[config.mk]
export PLATFORM = sky130hd
export DESIGN_NAME = dmm_lcd_frame_decoder_flat
export DESIGN_NICKNAME = d
export VERILOG_FILES = /design/src/dmmlcd_pkg.sv /design/src/dmmlcd_chan_if.sv /design/src/dmmlcd_decode.sv /design/src/dmm_lcd_frame_decoder.sv /design/src/flat_wrapper.sv
export SDC_FILE = /design/constraint.sdc
export NUM_CORES = 1
export LEC_CHECK = 0
export ABC_AREA = 1
export BUFFER_PORTS_ARGS = -buffer_cell sky130_fd_sc_hd__buf_2
export CORE_AREA = 10 10 47 49
export CTS_BUF_LIST = sky130_fd_sc_hd__clkbuf_4
export DETAILED_ROUTE_END_ITERATION = 6
export DIE_AREA = 0 0 57 59
export PLACE_DENSITY = 0.56
export SLEW_MARGIN = 15
export SYNTH_ARGS = -nofsm -noshare
export SYNTH_HDL_FRONTEND = slang
export SYNTH_SLANG_ARGS = --single-unit
[constraint.sdc]
create_clock -name clock -period 1.5 [get_ports clock]
set_input_delay 0 -clock clock [delete_from_list [all_inputs] [get_ports clock]]
set_output_delay 0 -clock clock [all_outputs]
set_load 0.02 [all_outputs]
[src/dmmlcd_pkg.sv]
// Shared types, constants and the segment decode function of the meter frame decoder.
`default_nettype none

package dmmlcd_pkg;

   // Frame geometry.
   localparam int FrameLen = 14;
   localparam int StoreDepth = FrameLen - 1;
   localparam logic [3:0] LastIndex = 4'(FrameLen - 1);
   localparam logic [3:0] StartNibble = 4'h1;
   localparam logic [13:0] MaxMagnitude = 14'd9999;

   // Measurement mode codes.
   typedef enum logic [2:0] {
      MODE_NONE = 3'd0,
      MODE_DC   = 3'd1,
      MODE_AC   = 3'd2,
      MODE_TEMP = 3'd3,
      MODE_BEEP = 3'd4
   } mode_type;

   // Scale prefix codes.
   typedef enum logic [2:0] {
      PREFIX_NONE  = 3'd0,
      PREFIX_MICRO = 3'd1,
      PREFIX_NANO  = 3'd2,
      PREFIX_KILO  = 3'd3,
      PREFIX_MILLI = 3'd4,
      PREFIX_MEGA  = 3'd5
   } prefix_type;

   // Unit codes.
   typedef enum logic [3:0] {
      UNIT_NONE    = 4'd0,
      UNIT_DIODE   = 4'd1,
      UNIT_PERCENT = 4'd2,
      UNIT_FARAD   = 4'd3,
      UNIT_OHM     = 4'd4,
      UNIT_AMP     = 4'd5,
      UNIT_VOLT    = 4'd6,
      UNIT_HERTZ   = 4'd7,
      UNIT_CELSIUS = 4'd8
   } unit_type;

   // Input transfer payload.
   typedef struct packed {
      logic [7:0] rx_byte;
   } req_type;

   // Result transfer payload.
   typedef struct packed {
      logic [13:0] reading_magnitude;
      logic [1:0]  decimal_places;
      logic        negative;
      logic        reading_valid;
      mode_type    meas_mode;
      prefix_type  scale_prefix;
      unit_type    meas_unit;
      logic        auto_range;
   } rsp_type;

   // Values that persist from one frame to the next.
   typedef struct packed {
      mode_type    mode;
      prefix_type  prefix;
      unit_type    unit;
      logic [13:0] magnitude;
      logic [1:0]  decimals;
      logic        negative;
   } held_type;

   // One decoded seven-segment digit.
   typedef struct packed {
      logic       ok;
      logic [3:0] value;
   } digit_type;

   // Maps a 7-bit segment code to a digit; anything else is flagged as not a digit.
   function automatic digit_type seg_decode(input logic [6:0] code);
      digit_type d;
      d.ok = 1'b1;
      unique case (code)
         7'h7D: d.value = 4'd0;
         7'h05: d.value = 4'd1;
         7'h5B: d.value = 4'd2;
         7'h1F: d.value = 4'd3;
         7'h27: d.value = 4'd4;
         7'h3E: d.value = 4'd5;
         7'h7E: d.value = 4'd6;
         7'h15: d.value = 4'd7;
         7'h7F: d.value = 4'd8;
         7'h3F: d.value = 4'd9;
         default: begin
            d.ok = 1'b0;
            d.value = 4'd0;
         end
      endcase
      return d;
   endfunction

endpackage

`default_nettype wire

[src/dmmlcd_chan_if.sv]
// Valid/ready channel interface carrying one payload per transfer.
`default_nettype none

interface dmmlcd_chan_if #(
   parameter type payload_type = logic
) ();
   logic        valid;
   logic        ready;
   payload_type payload;

   modport source (output valid, output payload, input ready);
   modport sink (input valid, input payload, output ready);
endinterface

`default_nettype wire

[src/dmmlcd_decode.sv]
// Combinational decode of one complete 14-byte meter frame.
`default_nettype none

module dmmlcd_decode (
   input  wire logic [7:0]         frame [dmmlcd_pkg::FrameLen],
   input  wire dmmlcd_pkg::held_type held,
   output dmmlcd_pkg::held_type    held_next,
   output dmmlcd_pkg::rsp_type     result
);

   dmmlcd_pkg::digit_type digits [4];
   logic       all_ok;
   logic [1:0] places;
   logic [13:0] magnitude;

   // Segment codes of the four digits, each split over two bytes.
   always_comb begin
      for (int k = 0; k < 4; k++) begin
         digits[k] = dmmlcd_pkg::seg_decode({frame[2*k+1][2:0], frame[2*k+2][3:0]});
      end
   end

   assign all_ok = digits[0].ok && digits[1].ok && digits[2].ok && digits[3].ok;

   // Digits weighted by their decade; constant multipliers only.
   assign magnitude = 14'(digits[0].value) * 14'd1000
                    + 14'(digits[1].value) * 14'd100
                    + 14'(digits[2].value) * 14'd10
                    + 14'(digits[3].value);

   // The decimal point flag of the latest digit pair wins.
   always_comb begin
      priority if (frame[7][3]) begin
         places = 2'd1;
      end else if (frame[5][3]) begin
         places = 2'd2;
      end else if (frame[3][3]) begin
         places = 2'd3;
      end else begin
         places = 2'd0;
      end
   end

   // Priority chains for mode, prefix and unit; no match keeps the held value.
   always_comb begin
      held_next = held;

      priority if (frame[0][2]) begin
         held_next.mode = dmmlcd_pkg::MODE_DC;
      end else if (frame[13][1]) begin
         held_next.mode = dmmlcd_pkg::MODE_TEMP;
         held_next.unit = dmmlcd_pkg::UNIT_CELSIUS;
      end else if (frame[0][3:0] != 4'd0) begin
         held_next.mode = dmmlcd_pkg::MODE_AC;
      end else if (frame[10][0]) begin
         held_next.mode = dmmlcd_pkg::MODE_BEEP;
      end else begin
         // No mode flag is set, so the held mode stands.
      end

      priority if (frame[9][3]) begin
         held_next.prefix = dmmlcd_pkg::PREFIX_MICRO;
      end else if (frame[9][2]) begin
         held_next.prefix = dmmlcd_pkg::PREFIX_NANO;
      end else if (frame[9][1]) begin
         held_next.prefix = dmmlcd_pkg::PREFIX_KILO;
      end else if (frame[10][3]) begin
         held_next.prefix = dmmlcd_pkg::PREFIX_MILLI;
      end else if (frame[10][1]) begin
         held_next.prefix = dmmlcd_pkg::PREFIX_MEGA;
      end else begin
         // No prefix flag is set, so the held prefix stands.
      end

      // The unit chain may override the temperature unit set above.
      priority if (frame[9][0]) begin
         held_next.unit = dmmlcd_pkg::UNIT_DIODE;
      end else if (frame[10][2]) begin
         held_next.unit = dmmlcd_pkg::UNIT_PERCENT;
      end else if (frame[11][3]) begin
         held_next.unit = dmmlcd_pkg::UNIT_FARAD;
      end else if (frame[11][2]) begin
         held_next.unit = dmmlcd_pkg::UNIT_OHM;
      end else if (frame[12][3]) begin
         held_next.unit = dmmlcd_pkg::UNIT_AMP;
      end else if (frame[12][2]) begin
         held_next.unit = dmmlcd_pkg::UNIT_VOLT;
      end else if (frame[12][1]) begin
         held_next.unit = dmmlcd_pkg::UNIT_HERTZ;
      end else begin
         // No unit flag is set, so the held or temperature unit stands.
      end

      // A reading with a bad digit keeps the last good value.
      if (all_ok) begin
         held_next.magnitude = magnitude;
         held_next.decimals = places;
         held_next.negative = frame[1][3];
      end
   end

   // Result fields.
   always_comb begin
      result.reading_magnitude = held_next.magnitude;
      result.decimal_places = held_next.decimals;
      result.negative = held_next.negative;
      result.reading_valid = all_ok;
      result.meas_mode = held_next.mode;
      result.scale_prefix = held_next.prefix;
      result.meas_unit = held_next.unit;
      result.auto_range = frame[0][1];
   end

endmodule

`default_nettype wire

[src/dmm_lcd_frame_decoder.sv]
// Top level of the meter frame decoder: input register, frame store and result register.
`default_nettype none

// Takes one serial byte of the meter's LCD frame per transfer on req_chan and returns one
// decoded reading per 14-byte frame on rsp_chan. While hunting, bytes whose high nibble is
// not 1 are dropped; a byte with high nibble 1 starts a frame and the next thirteen bytes
// complete it unchecked. A byte can be taken in every clock cycle unless a stalled fourteenth
// byte holds the input register. Each byte passes through the input register; the fourteenth
// byte is decoded from there in a single pass into the result register, which drives rsp_chan.
// The result register lets the next frame's bytes flow in while a reading waits; only a
// fourteenth byte that meets a still-occupied result register waits in the input register.
// Mode, prefix and unit keep their last values when a frame sets none of their flags, and a
// frame with a bad digit reports reading_valid low with the last good reading.
module dmm_lcd_frame_decoder (
   input wire logic clock,
   input wire logic reset,
   dmmlcd_chan_if.sink   req_chan,
   dmmlcd_chan_if.source rsp_chan
);

   // Input register.
   logic                 s1_valid_ff, s1_valid_in;
   dmmlcd_pkg::req_type  s1_ff;
   logic                 s1_last;
   logic                 s1_fire;
   logic                 req_fire;

   // Frame position and stored bytes.
   logic [3:0]           count_ff, count_in;
   logic [7:0]           store_ff [dmmlcd_pkg::StoreDepth];
   logic [7:0]           frame [dmmlcd_pkg::FrameLen];

   // Persistent decode values and the result register.
   dmmlcd_pkg::held_type held_ff, held_in;
   dmmlcd_pkg::held_type held_next;
   dmmlcd_pkg::rsp_type  rsp_ff;
   dmmlcd_pkg::rsp_type  decoded;
   logic                 rsp_valid_ff, rsp_valid_in;
   logic                 out_free;
   logic                 load_rsp;

   // Handshake control.
   assign out_free = !rsp_valid_ff || rsp_chan.ready;
   assign s1_last = (count_ff == dmmlcd_pkg::LastIndex);
   assign s1_fire = s1_valid_ff && (!s1_last || out_free);
   assign load_rsp = s1_fire && s1_last;
   assign req_chan.ready = !s1_valid_ff || s1_fire;
   assign req_fire = req_chan.valid && req_chan.ready;

   always_comb begin
      if (req_fire) begin
         s1_valid_in = 1'b1;
      end else if (s1_fire) begin
         s1_valid_in = 1'b0;
      end else begin
         s1_valid_in = s1_valid_ff;
      end
   end

   // Frame position: hunt for a start byte, then count up to the last byte.
   always_comb begin
      count_in = count_ff;
      if (s1_fire) begin
         priority if (count_ff == 4'd0) begin
            count_in = (s1_ff.rx_byte[7:4] == dmmlcd_pkg::StartNibble) ? 4'd1 : 4'd0;
         end else if (s1_last) begin
            count_in = 4'd0;
         end else begin
            count_in = count_ff + 4'd1;
         end
      end
   end

   // The full frame: stored bytes plus the last byte still in the input register.
   always_comb begin
      for (int i = 0; i < dmmlcd_pkg::StoreDepth; i++) begin
         frame[i] = store_ff[i];
      end
      frame[dmmlcd_pkg::StoreDepth] = s1_ff.rx_byte;
   end

   dmmlcd_decode u_decode (
      .frame     (frame),
      .held      (held_ff),
      .held_next (held_next),
      .result    (decoded)
   );

   assign held_in = load_rsp ? held_next : held_ff;

   // Result register occupancy.
   always_comb begin
      if (load_rsp) begin
         rsp_valid_in = 1'b1;
      end else if (rsp_chan.ready) begin
         rsp_valid_in = 1'b0;
      end else begin
         rsp_valid_in = rsp_valid_ff;
      end
   end

   assign rsp_chan.valid = rsp_valid_ff;
   assign rsp_chan.payload = rsp_ff;

   // Control registers.
   always_ff @(posedge clock) begin
      if (reset) begin
         s1_valid_ff <= 1'b0;
         count_ff <= 4'd0;
         rsp_valid_ff <= 1'b0;
         held_ff <= '0;
      end else begin
         s1_valid_ff <= s1_valid_in;
         count_ff <= count_in;
         rsp_valid_ff <= rsp_valid_in;
         held_ff <= held_in;
      end
   end

   // Payload registers.
   always_ff @(posedge clock) begin
      if (req_fire) begin
         s1_ff <= req_chan.payload;
      end
      if (load_rsp) begin
         rsp_ff <= decoded;
      end
   end

   // Frame store: bytes before the last one land at their frame position.
   always_ff @(posedge clock) begin
      if (s1_fire && !s1_last && (count_ff != 4'd0 ||
          s1_ff.rx_byte[7:4] == dmmlcd_pkg::StartNibble)) begin
         store_ff[count_ff] <= s1_ff.rx_byte;
      end
   end

   // A decoded last byte always produces a waiting result.
   assert property (@(posedge clock) disable iff (reset)
      load_rsp |=> rsp_valid_ff && count_ff == 4'd0)
      else $error("last frame byte did not produce a result");

   // A byte that is not a start byte is dropped while hunting.
   assert property (@(posedge clock) disable iff (reset)
      s1_fire && count_ff == 4'd0 && s1_ff.rx_byte[7:4] != dmmlcd_pkg::StartNibble
      |=> count_ff == 4'd0)
      else $error("non-start byte opened a frame");

   // Inside a frame every passed byte advances the position by one.
   assert property (@(posedge clock) disable iff (reset)
      s1_fire && count_ff != 4'd0 && !s1_last |=> count_ff == $past(count_ff) + 4'd1)
      else $error("frame position did not advance");

   // A stalled last byte must not move on.
   assert property (@(posedge clock) disable iff (reset)
      s1_valid_ff && s1_last && !out_free |=> s1_valid_ff && s1_last)
      else $error("last frame byte left the input register while the result was blocked");

   // A reading reported as valid is always a four-digit value.
   assert property (@(posedge clock) disable iff (reset)
      rsp_valid_ff && rsp_ff.reading_valid |->
         rsp_ff.reading_magnitude <= dmmlcd_pkg::MaxMagnitude)
      else $error("valid reading out of range");

endmodule

`default_nettype wire
[src/flat_wrapper.sv]
// flat-port wrapper written by rule: the top's interface ports become plain ports
module dmm_lcd_frame_decoder_flat 
  (clock, reset, req_chan_valid, req_chan_payload, req_chan_ready, rsp_chan_valid, rsp_chan_payload, rsp_chan_ready);
  dmmlcd_chan_if req_chan_i ();
  dmmlcd_chan_if rsp_chan_i ();
  input wire logic clock;
  input wire logic reset;
  input wire logic [$bits(req_chan_i.valid)-1:0] req_chan_valid;
  input wire logic [$bits(req_chan_i.payload)-1:0] req_chan_payload;
  output wire logic [$bits(req_chan_i.ready)-1:0] req_chan_ready;
  output wire logic [$bits(rsp_chan_i.valid)-1:0] rsp_chan_valid;
  output wire logic [$bits(rsp_chan_i.payload)-1:0] rsp_chan_payload;
  input wire logic [$bits(rsp_chan_i.ready)-1:0] rsp_chan_ready;
  assign req_chan_i.valid = req_chan_valid;
  assign req_chan_i.payload = req_chan_payload;
  assign req_chan_ready = req_chan_i.ready;
  assign rsp_chan_valid = rsp_chan_i.valid;
  assign rsp_chan_payload = rsp_chan_i.payload;
  assign rsp_chan_i.ready = rsp_chan_ready;
  dmm_lcd_frame_decoder u_core (.clock(clock), .reset(reset), .req_chan(req_chan_i), .rsp_chan(rsp_chan_i));
endmodule
# Yosys cells after proc, flatten, opt, wreduce, memory -nomap -nowiden
# Cells that the tools add are included.
[op_classes]
add_sub_neg = 1
reduce_logical = 12
n_mux = 6
n_eq_ne = 1
[op_table]
columns = ["operator", "count"]
rows = [
  ["2-to-1 mux 4 bit", 2],
  ["adder 4 x 1 -> 4 bit, second input constant", 1],
  ["== test 4 bit, second input constant", 1],
  ["zero test 4 bit", 1],
  ["2-to-1 mux 1 bit", 4],
  ["nonzero test 2 bit", 2],
  ["logical AND 1 bit", 3],
  ["zero test 1 bit", 3],
  ["logical OR 1 bit", 3],
]
[totals]
in_bits = 5
ff_bits = 7

# Logic depth before layout (Yosys ltp)
# Gate-level depths: netlist of the first run.
[depth]
ltp_word = 7
mapped_depth = 9
mapped_depth_nobuf = 9

# Modules after synthesis
# A second synthesis of the first run with hierarchy kept.
[unflattened]
hier_cells = 718
hier_area_um2 = 5138.7
[by_module_without_submodules]
columns = ["mod", "cells_each", "area_per_inst_um2", "instances", "seq_area_each_um2"]
rows = [
  ["dmmlcd_decode", 510, 3065.4, 1, 0.0],
  ["dmm_lcd_frame_decoder", 208, 2073.2, 1, 1111.1],
]

# Worst setup path before layout of the first run
# No wires, ideal clock.
[synth_timing]
path_kind = "flip-flop to flip-flop"
start = "reg u_core.count_ff[1]"
end = "reg u_core.s1_valid_ff"
path_buffers = 0
arrival_time_ns = 1.090
required_time_ns = 1.430
setup_slack_ns = 0.340
stages_incl_launch_ff = 7
cell_sequence = "dfxtp_1 -> inv_1 -> ha_1 -> nand3_2 -> nor2_2 -> nand2_1 -> a21oi_1"
[synth_via]
elab_chain_len = 7
word_cells_on_any_way = 8
cone_classes = "eq/ne (1); mux (1); reduce/logical (6)"
[synth_lines]
columns = ["element", "line_no", "rtl"]
rows = [
  ["start, declared", "dmm_lcd_frame_decoder.sv:29", "logic [3:0] count_ff, count_in;"],
  ["start signal, assigned", "dmm_lcd_frame_decoder.sv:114", "count_ff <= count_in;"],
  ["== test 4 bit *", "dmm_lcd_frame_decoder.sv:44", "assign s1_last = (count_ff == dmmlcd_pkg::LastIndex);"],
  ["zero test 1 bit *", "dmm_lcd_frame_decoder.sv:45", "assign s1_fire = s1_valid_ff && (!s1_last || out_free);"],
  ["logical OR 1 bit *", "dmm_lcd_frame_decoder.sv:45", ""],
  ["logical AND 1 bit *", "dmm_lcd_frame_decoder.sv:45", ""],
  ["logical OR 1 bit *", "dmm_lcd_frame_decoder.sv:47", "assign req_chan.ready = !s1_valid_ff || s1_fire;"],
  ["net req_chan_ready", "flat_wrapper.sv:10", "output wire logic [$bits(req_chan_i.ready)-1:0] req_chan_ready;"],
  ["logical AND 1 bit *", "dmm_lcd_frame_decoder.sv:48", "assign req_fire = req_chan.valid && req_chan.ready;"],
  ["2-to-1 mux 1 bit or nonzero test 2 bit (tied branches)", "-", ""],
  ["end signal, assigned", "dmm_lcd_frame_decoder.sv:113", "s1_valid_ff <= s1_valid_in;"],
  ["end, declared", "dmm_lcd_frame_decoder.sv:22", "logic s1_valid_ff, s1_valid_in;"],
]
# The timed path passes the listed nets; every way through them passes the cells marked *.
# A chain may end at the register's enable or synchronous reset.

# Final worst setup path of the first run
[layout_timing]
start = "reg u_core.count_ff[0]"
end = "out req_chan_ready"
[layout_via]
elab_chain_len = 5
[layout_lines]
columns = ["element", "line_no"]
rows = [
  ["== test 4 bit", "dmm_lcd_frame_decoder.sv:44"],
  ["zero test 1 bit", "dmm_lcd_frame_decoder.sv:45"],
  ["logical OR 1 bit", "dmm_lcd_frame_decoder.sv:45"],
  ["logical AND 1 bit", "dmm_lcd_frame_decoder.sv:45"],
  ["logical OR 1 bit", "dmm_lcd_frame_decoder.sv:47"],
  ["end, declared", "flat_wrapper.sv:10"],
]
# No other way between the ends.

==> report_table.html, run 1 <==
<table>
<tr><th>Metric</th><th>Value</th></tr>
<tr><th colspan="2">Clock tree</th></tr>
<tr><td>Bufs on Longest Clock Path</td><td>2</td></tr>
<tr><td>CTS clk-pin slew, worst paths</td><td>0.05 ns</td></tr>
<tr><td>CTS H-Tree Depth</td><td>1</td></tr>
<tr><td>TritonCTS clock tree</td><td>done</td></tr>
<tr><td>Clock sink count</td><td>6</td></tr>
<tr><td>Clock Root Buffer</td><td>clkbuf_4</td></tr>
<tr><td>Number of buffers inserted during clock tree synthesis</td><td>3</td></tr>
<tr><td>Clock latency on the worst-skew pair</td><td>0.25 ns</td></tr>
<tr><td>Setup Fix Bufs, Post-CTS</td><td>0</td></tr>
<tr><th colspan="2">Layout</th></tr>
<tr><td>Commonest cells after routing, fill and taps aside</td><td>nand2_1 (14), inv_1 (11), nor2_1 (5), buf_2 (5), dfxtp_1 (5)</td></tr>
<tr><td>Antenna Cells</td><td>0</td></tr>
<tr><td>Most frequent standard cell in the layout excluding fill and tap cells</td><td>nand2_1</td></tr>
<tr><td>Post-Layout Cell Count</td><td>83</td></tr>
<tr><td>Layout overhead on the synthesized area</td><td>20.5%</td></tr>
<tr><td>Proportion of layout cells with a drive suffix above 1</td><td>25.4%</td></tr>
<tr><td>Number of nets in the final layout</td><td>77</td></tr>
<tr><th colspan="2">Detailed routing</th></tr>
<tr><td>Wire length per cell after detailed routing</td><td>10.1 um</td></tr>
<tr><td>Total vias in the final route</td><td>360</td></tr>
<tr><td>Length of the first detailed-routing pass in iterations</td><td>4</td></tr>
<tr><td>Number of DRC markers in iteration 0</td><td>2</td></tr>
<tr><td>Antenna Nets Post-Route</td><td>0</td></tr>
<tr><td>Total Wirelength</td><td>842 um</td></tr>
<tr><td>Detailed-route DRC error count</td><td>0</td></tr>
<tr><td>Average via count per standard cell</td><td>4.34</td></tr>
<tr><th colspan="2">Setup path</th></tr>
<tr><td>Critical path required time</td><td>1.50 ns</td></tr>
<tr><td>Element type at the critical path start</td><td>register</td></tr>
<tr><td>Startpoint of the most critical register-to-register path</td><td>u_core.count_ff[0]</td></tr>
<tr><td>Number of buffer and inverter instances along the worst setup path</td><td>1</td></tr>
<tr><td>Crit-path cells</td><td>ha_1, nand3_2, nor2_2, nand2_1, buf_2</td></tr>
<tr><td>Worst-path cell with the longest stage delay</td><td>dfxtp_2</td></tr>
<tr><td>Critical path arrival</td><td>1.34 ns</td></tr>
<tr><td>CP Capture Type</td><td>output pin</td></tr>
<tr><td>Endpoint of the most critical register-to-register path</td><td>u_core.count_ff[3]</td></tr>
<tr><td>Worst Path Max Fanout</td><td>5</td></tr>
<tr><td>Reg2Reg Depth</td><td>7</td></tr>
<tr><td>R2R setup slack</td><td>0.28 ns</td></tr>
<tr><td>Crit Path Category</td><td>reg2out</td></tr>
<tr><td>Kind of cell adding the most delay to the critical path</td><td>flip-flops</td></tr>
<tr><td>Worst path max stage delay</td><td>0.37 ns</td></tr>
<tr><th colspan="2">GRT</th></tr>
<tr><td>Pin count of the biggest net entering global routing</td><td>8</td></tr>
<tr><td>Antenna violations before repair</td><td>0</td></tr>
<tr><td>First-pass GRT wire length</td><td>1.42 mm</td></tr>
<tr><td>GRT overflow</td><td>0</td></tr>
<tr><td>Vias in the first global route</td><td>375</td></tr>
<tr><td>All-Layer GR Usage</td><td>5.22%</td></tr>
<tr><th colspan="2">Floorplanning</th></tr>
<tr><td>Die footprint</td><td>3360 um2</td></tr>
<tr><td>Standard cell core area</td><td>1400 um2</td></tr>
<tr><td>Row Count</td><td>14</td></tr>
<tr><td>Die width</td><td>57 um</td></tr>
<tr><td>Initial standard-cell utilization of the core</td><td>27.4%</td></tr>
<tr><td>Vert. Die Dim</td><td>59 um</td></tr>
<tr><td>Number of I/O pins</td><td>8</td></tr>
<tr><th colspan="2">Timing</th></tr>
<tr><td>Layout Skew</td><td>0.00910 ns</td></tr>
<tr><td>Top achievable clock speed</td><td>748 MHz</td></tr>
<tr><td>Setup repair after global routing missed its margin</td><td>no</td></tr>
<tr><td>Worst Setup Slack, final</td><td>0.163 ns</td></tr>
<tr><td>Clock period minus worst slack</td><td>1.34 ns</td></tr>
<tr><td>Hold Worst Slack</td><td>0.0166 ns</td></tr>
<tr><td>Post-Route Setup TNS</td><td>0 ns</td></tr>
<tr><td>Final Hold Fails</td><td>0</td></tr>
<tr><td>Final count of pins violating max slew</td><td>0</td></tr>
<tr><td>Share of the clock period used by the worst path after layout</td><td>89.2%</td></tr>
<tr><td>Setup-failing EPs final</td><td>0</td></tr>
<tr><th colspan="2">Synthesis</th></tr>
<tr><td>Post-synthesis instance area</td><td>384 um2</td></tr>
<tr><td>Unique cell type count in the Yosys netlist</td><td>16</td></tr>
<tr><td>Number of storage elements in the synthesis netlist</td><td>6</td></tr>
<tr><td>Leading area contributor after synthesis</td><td>dfxtp_1</td></tr>
<tr><td>Area share of the leading cell type in the synthesized netlist</td><td>31.3%</td></tr>
<tr><td>Sequential-to-total area share from yosys stat</td><td>31.3%</td></tr>
<tr><td>Mapped Cells</td><td>58</td></tr>
<tr><td>Yosys synthesis warning count</td><td>0</td></tr>
<tr><td>Largest cells by area after synthesis</td><td>dfxtp_1 (31%), nand2_1 (14%), inv_1 (11%)</td></tr>
<tr><td>Net count of the mapped netlist</td><td>66</td></tr>
<tr><td>Post-Syn Area per Cell</td><td>6.62 um2</td></tr>
<tr><th colspan="2">Hold path</th></tr>
<tr><td>Classification of the worst-slack hold path</td><td>in2reg</td></tr>
<tr><td>Worst Hold Depth</td><td>3</td></tr>
<tr><td>Min-Delay Startpoint</td><td>req_chan_valid</td></tr>
<tr><td>Hold Crit Endpoint</td><td>u_core.s1_valid_ff</td></tr>
<tr><th colspan="2">Place</th></tr>
<tr><td>GP Congestion</td><td>0.814</td></tr>
<tr><td>Number of port buffers</td><td>5</td></tr>
<tr><td>Placement Setup Slack</td><td>0.278 ns</td></tr>
<tr><td>Final HPWL from detailed placement</td><td>654 um</td></tr>
<tr><td>Placed instance count</td><td>79</td></tr>
<tr><th colspan="2">Status</th></tr>
<tr><td>Result of the run</td><td>complete, no violations</td></tr>
<tr><th colspan="2">Power and ir drop</th></tr>
<tr><td>Static leakage</td><td>0.202 nW</td></tr>
<tr><td>Largest vdd supply drop</td><td>373 uV</td></tr>
<tr><td>Power per cell area</td><td>719 nW/um2</td></tr>
<tr><th colspan="2">Run</th></tr>
<tr><td>Max-cap violations</td><td>0</td></tr>
</table>
## what timing repair did
item / 4_1_cts / 5_1_grt
setup endpoints to repair: 0 / 1
hold endpoints to repair: 3 / 0
resized for setup: 0 / 1
hold buffers: 1 / 0
## cell usage after synthesis
master and count:
nand2_1 14, inv_1 11, dfxtp_1 6, nor2_1 5
a21oi_1 3, ha_1 3, nand2_2 3, nand3_1 3
nand4_1 2, nor2_2 2, a21oi_2 1, buf_4 1
conb_1 1, nand3_2 1, o21ai_0 1, o21ai_1 1
## cell families (layout without fill, tap and decap cells)
| kind of cell | Yosys count | after routing | share of synthesized area [%] |
|---|---|---|---|
| AOI/OAI and AO/OA | 6 | 6 | 8.79 |
| adders and majority gates | 3 | 3 | 9.77 |
| buffers and inverters | 12 | 21 | 12.7 |
| DFF | 6 | 6 | 31.3 |
| other | 1 | 1 | 0.976 |
| and+or+nand+nor | 30 | 30 | 36.5 |
## power breakdown
group          switching [mW]  internal (mW)
logic                  0.0108        0.00752
clock network          0.0601         0.0906
registers             0.00249          0.161
total                  0.0734          0.259
## how the worst max path moves through the flow
stage                     cells past startpoint            endpoint          startpoint
final                                         5      req_chan_ready  u_core.count_ff[0]
after detailed placement                      7  u_core.count_ff[3]  u_core.count_ff[0]
after global routing                          6      req_chan_ready  u_core.count_ff[1]
after global placement                        7  u_core.count_ff[3]  u_core.count_ff[0]
after floorplan                               6  u_core.s1_valid_ff  u_core.count_ff[1]
after CTS                                     5      req_chan_ready  u_core.count_ff[0]
## sequential cells by signal, indices dropped and copies added (netlist names)
signal and flops:
u_core.rsp_chan.valid 1, u_core.count_ff 4, u_core.s1_valid_ff 1
## routing by layer
layer  up-vias  routed length [um]  GRT usage [%]
met5         -                   0              0
met4         0                   0           4.03
met3         0                  26           1.93
met2         9                 427           8.84
met1       156                 388           5.09
li1        195                   -              -
## cell type report
type / instances / area (um2)
Multi-Input combinational cell: 40 / 215
Clock buffer: 3 / 22.5
Tap cell: 16 / 20.0
Timing Repair Buffer: 7 / 42.5
Sequential cell: 6 / 121
Inverter: 11 / 41.3
Fill cell: 164 / 938
## tightest hold or removal path, stage by stage
cell,delay (ns)
buf_2,0.09
inv_1,0.04
a21oi_1,0.07
## per-stage QoR
stage	power, mW	utilization [%]	instance area, um2
after global placement	0.182	30.6	429
after detailed placement	0.183	30.6	429
final	0.333	33.0	463
after global routing	0.351	33.0	463
after CTS	0.338	32.9	462
after floorplan	0.177	-	384
No activity file was read; power rests on OpenSTA's default activity.
==> run 2: changes to the inputs <==
- ABC_AREA: 1 -> not set
- PLACE_DENSITY: 0.56 -> 0.52
==> run 2 against run 1 <==
Setup slack got worse by 0.052 ns. Register-to-register slack got worse by 0.10 ns. Largest power group unchanged. Global-route usage rose by 0.084 points. Critical path type unchanged. Cell count fell by 22%. Sequential power barely moved. Design area fell by 7.0%. Combinational power fell by 16%. Non-clock buffer count rose by 3.
==> report_table.html, run 2 <==
<table>
<tr><th>Metric</th><th>Value</th></tr>
<tr><th colspan="2">Setup path</th></tr>
<tr><td>Crit Path Category</td><td>reg2out</td></tr>
<tr><td>Worst Path Max Fanout</td><td>4</td></tr>
<tr><td>Element type at the critical path start</td><td>register</td></tr>
<tr><td>Critical path arrival</td><td>1.39 ns</td></tr>
<tr><td>CP Capture Type</td><td>output pin</td></tr>
<tr><td>Critical path required time</td><td>1.50 ns</td></tr>
<tr><th colspan="2">Synthesis</th></tr>
<tr><td>Post-synthesis instance area</td><td>329 um2</td></tr>
<tr><td>Yosys synthesis warning count</td><td>0</td></tr>
<tr><td>Number of storage elements in the synthesis netlist</td><td>6</td></tr>
<tr><td>Top-count cell post-synth</td><td>dfxtp_1</td></tr>
<tr><td>Area share of the leading cell type in the synthesized netlist</td><td>36.5%</td></tr>
<tr><td>Adder-cell share of the synthesized area</td><td>11.4%</td></tr>
<tr><td>Portion of netlist area occupied by mux cells</td><td>0%</td></tr>
<tr><td>Net count of the mapped netlist</td><td>45</td></tr>
<tr><td>Post-Syn Area per Cell</td><td>8.89 um2</td></tr>
<tr><td>Dominant combinational cell family by area after synthesis</td><td>simple AND/OR/NAND/NOR gates</td></tr>
<tr><td>Primary FF master, synth</td><td>dfxtp_1</td></tr>
<tr><td>Largest cells by area after synthesis</td><td>dfxtp_1 (37%), ha_1 (11%), a21oi_1 (6.1%)</td></tr>
<tr><td>Simple-gate portion of the synthesized area</td><td>22.1%</td></tr>
<tr><td>Number of enable flip-flop cells after synthesis</td><td>0</td></tr>
<tr><td>Leading area contributor after synthesis</td><td>dfxtp_1</td></tr>
<tr><td>Mapped Cells</td><td>37</td></tr>
<tr><td>Compound-cell area share of the yosys netlist</td><td>20.9%</td></tr>
<tr><td>Unique cell type count in the Yosys netlist</td><td>20</td></tr>
<tr><td>Ranking of synthesized cells by instance count</td><td>dfxtp_1 (6), inv_1 (5), a21oi_1 (4)</td></tr>
<tr><td>Post-synthesis share of cell area spent on xor and xnor gates</td><td>0%</td></tr>
<tr><td>Sequential-to-total area share from yosys stat</td><td>36.5%</td></tr>
<tr><td>Post-synthesis async set-or-reset flop share</td><td>0%</td></tr>
<tr><th colspan="2">Detailed routing</th></tr>
<tr><td>Total vias in the final route</td><td>314</td></tr>
<tr><td>Length of the first detailed-routing pass in iterations</td><td>4</td></tr>
<tr><td>Average via count per standard cell</td><td>4.83</td></tr>
<tr><td>Detailed-route DRC error count</td><td>0</td></tr>
<tr><td>Total Wirelength</td><td>762 um</td></tr>
<tr><td>Wire length per cell after detailed routing</td><td>11.7 um</td></tr>
<tr><td>Number of DRC markers in iteration 0</td><td>7</td></tr>
<tr><td>Antenna Nets Post-Route</td><td>0</td></tr>
<tr><th colspan="2">GRT</th></tr>
<tr><td>First-pass GRT wire length</td><td>1.41 mm</td></tr>
<tr><td>Vias in the first global route</td><td>324</td></tr>
<tr><td>Pin count of the biggest net entering global routing</td><td>8</td></tr>
<tr><td>Antenna violations before repair</td><td>0</td></tr>
<tr><td>All-Layer GR Usage</td><td>5.31%</td></tr>
<tr><td>GRT overflow</td><td>0</td></tr>
<tr><th colspan="2">Timing</th></tr>
<tr><td>Layout Skew</td><td>0.00624 ns</td></tr>
<tr><td>Post-Route Setup TNS</td><td>0 ns</td></tr>
<tr><td>Clock period minus worst slack</td><td>1.39 ns</td></tr>
<tr><td>Setup repair after global routing missed its margin</td><td>no</td></tr>
<tr><td>Share of the clock period used by the worst path after layout</td><td>92.6%</td></tr>
<tr><td>Final Hold Fails</td><td>0</td></tr>
<tr><td>Final count of pins violating max slew</td><td>0</td></tr>
<tr><td>Top achievable clock speed</td><td>720 MHz</td></tr>
<tr><td>Setup-failing EPs final</td><td>0</td></tr>
<tr><th colspan="2">Status</th></tr>
<tr><td>Result of the run</td><td>complete, no violations</td></tr>
<tr><th colspan="2">Layout</th></tr>
<tr><td>Layout overhead on the synthesized area</td><td>30.8%</td></tr>
<tr><td>Post-Layout Cell Count</td><td>65</td></tr>
<tr><td>Commonest cells after routing, fill and taps aside</td><td>inv_1 (5), buf_2 (5), dfxtp_1 (5)</td></tr>
<tr><td>Proportion of layout cells with a drive suffix above 1</td><td>26.5%</td></tr>
<tr><td>Largest Register</td><td>u_core.count_ff</td></tr>
<tr><td>Number of fillers in the final layout</td><td>162</td></tr>
<tr><td>Number of nets in the final layout</td><td>59</td></tr>
<tr><td>Number of flip-flops under the largest register name</td><td>4</td></tr>
<tr><td>Antenna Cells</td><td>0</td></tr>
<tr><th colspan="2">Clock tree</th></tr>
<tr><td>TritonCTS clock tree</td><td>done</td></tr>
<tr><td>Clock sink count</td><td>6</td></tr>
<tr><td>Clock Root Buffer</td><td>clkbuf_4</td></tr>
<tr><td>CTS clk-pin slew, worst paths</td><td>0.05 ns</td></tr>
<tr><td>Number of buffers inserted during clock tree synthesis</td><td>3</td></tr>
<tr><td>Bufs on Longest Clock Path</td><td>2</td></tr>
<tr><td>CTS H-Tree Depth</td><td>1</td></tr>
<tr><td>Clock latency on the worst-skew pair</td><td>0.25 ns</td></tr>
<tr><th colspan="2">Floorplanning</th></tr>
<tr><td>Initial standard-cell utilization of the core</td><td>23.5%</td></tr>
<tr><td>Number of I/O pins</td><td>8</td></tr>
<tr><td>Die width</td><td>57 um</td></tr>
<tr><td>Die footprint</td><td>3360 um2</td></tr>
<tr><td>Row Count</td><td>14</td></tr>
<tr><td>Vert. Die Dim</td><td>59 um</td></tr>
<tr><td>Standard cell core area</td><td>1400 um2</td></tr>
<tr><th colspan="2">Place</th></tr>
<tr><td>Number of port buffers</td><td>5</td></tr>
<tr><td>Final HPWL from detailed placement</td><td>582 um</td></tr>
<tr><td>Placed instance count</td><td>60</td></tr>
<tr><td>GP Congestion</td><td>0.788</td></tr>
<tr><th colspan="2">Power and ir drop</th></tr>
<tr><td>Static leakage</td><td>0.172 nW</td></tr>
<tr><td>Power per cell area</td><td>776 nW/um2</td></tr>
<tr><td>Largest vdd supply drop</td><td>352 uV</td></tr>
<tr><th colspan="2">Hold path</th></tr>
<tr><td>Classification of the worst-slack hold path</td><td>in2reg</td></tr>
<tr><th colspan="2">Run</th></tr>
<tr><td>Max-cap violations</td><td>0</td></tr>
</table>
[run 2: critical path, cell delays in order, from the launching register on]
cell     delay, ns
dfxtp_2       0.32
inv_1         0.08
ha_1          0.18
and4b_1       0.27
nand3_1       0.11
buf_2         0.17
[run 2: repair_timing]
item	in CTS	in global routing
endpoints found under the hold margin	1	0
setup endpoints to repair	0	2
resized for setup	0	1
hold buffers	1	0
buffers inserted	0	1
[run 2: metrics by stage]
stage               instance area (um2)  setup WS (ns)  utilization [%]  hold slack (ns)  total power, mW
floorplan                           329          0.145                -           0.0691            0.175
global placement                    389          0.166             27.8            0.242            0.180
detailed placement                  389          0.152             27.8            0.246            0.180
CTS                                 422         0.0573             30.1          0.00836            0.338
global route                        430         0.0156             30.7           0.0227            0.351
finish                              430          0.110             30.7          0.00716            0.334
[run 2: cell type report]
| type | count | area (um2) | share of cell area, % |
|---|---|---|---|
| inverters | 5 | 18.8 | 4.36 |
| multi-input cells | 25 | 183 | 42.4 |
| repair buffers | 10 | 65.1 | 15.1 |
| flip-flops and latches | 6 | 121 | 28.2 |
| well taps | 16 | 20.0 | 4.65 |
| clock buffers | 3 | 22.5 | 5.23 |
[run 2: power by group]
part / total [mW] / switching [mW] / internal [mW]
logic: 0.0153 / 0.00754 / 0.00773
clock network: 0.155 / 0.0639 / 0.0909
registers: 0.164 / 0.00246 / 0.161
total: 0.334 / 0.0739 / 0.260
[run 2: metal layers]
metal  track usage (%)  part of all wire [%]  vias to the layer above
met3              2.79                   6.8                        5
met4              4.03                   5.0                        0
met2              7.44                    44                       11
met5                 0                     0                        -
li1                  -                     -                      160
met1              5.91                    44                      138
[run 2: worst paths after layout]
| kind | start | to | slack (ns) | cells past startpoint |
|---|---|---|---|---|
| max | u_core.count_ff[1] | req_chan_ready | 0.11 | 5 |
| min | reset | u_core.count_ff[3] | 0.007 | 2 |
| max reg2reg | u_core.count_ff[1] | u_core.count_ff[2] | 0.18 | 6 |
| min reg2reg | u_core.rsp_chan.valid | u_core.rsp_chan.valid | 0.48 | 2 |
[run 2: cells by family after synthesis]
kind of cell,count (synthesis)
AOI/OAI and AO/OA,10
adders and majority gates,3
buffers and inverters,6
DFF,6
other,1
and+or+nand+nor,11
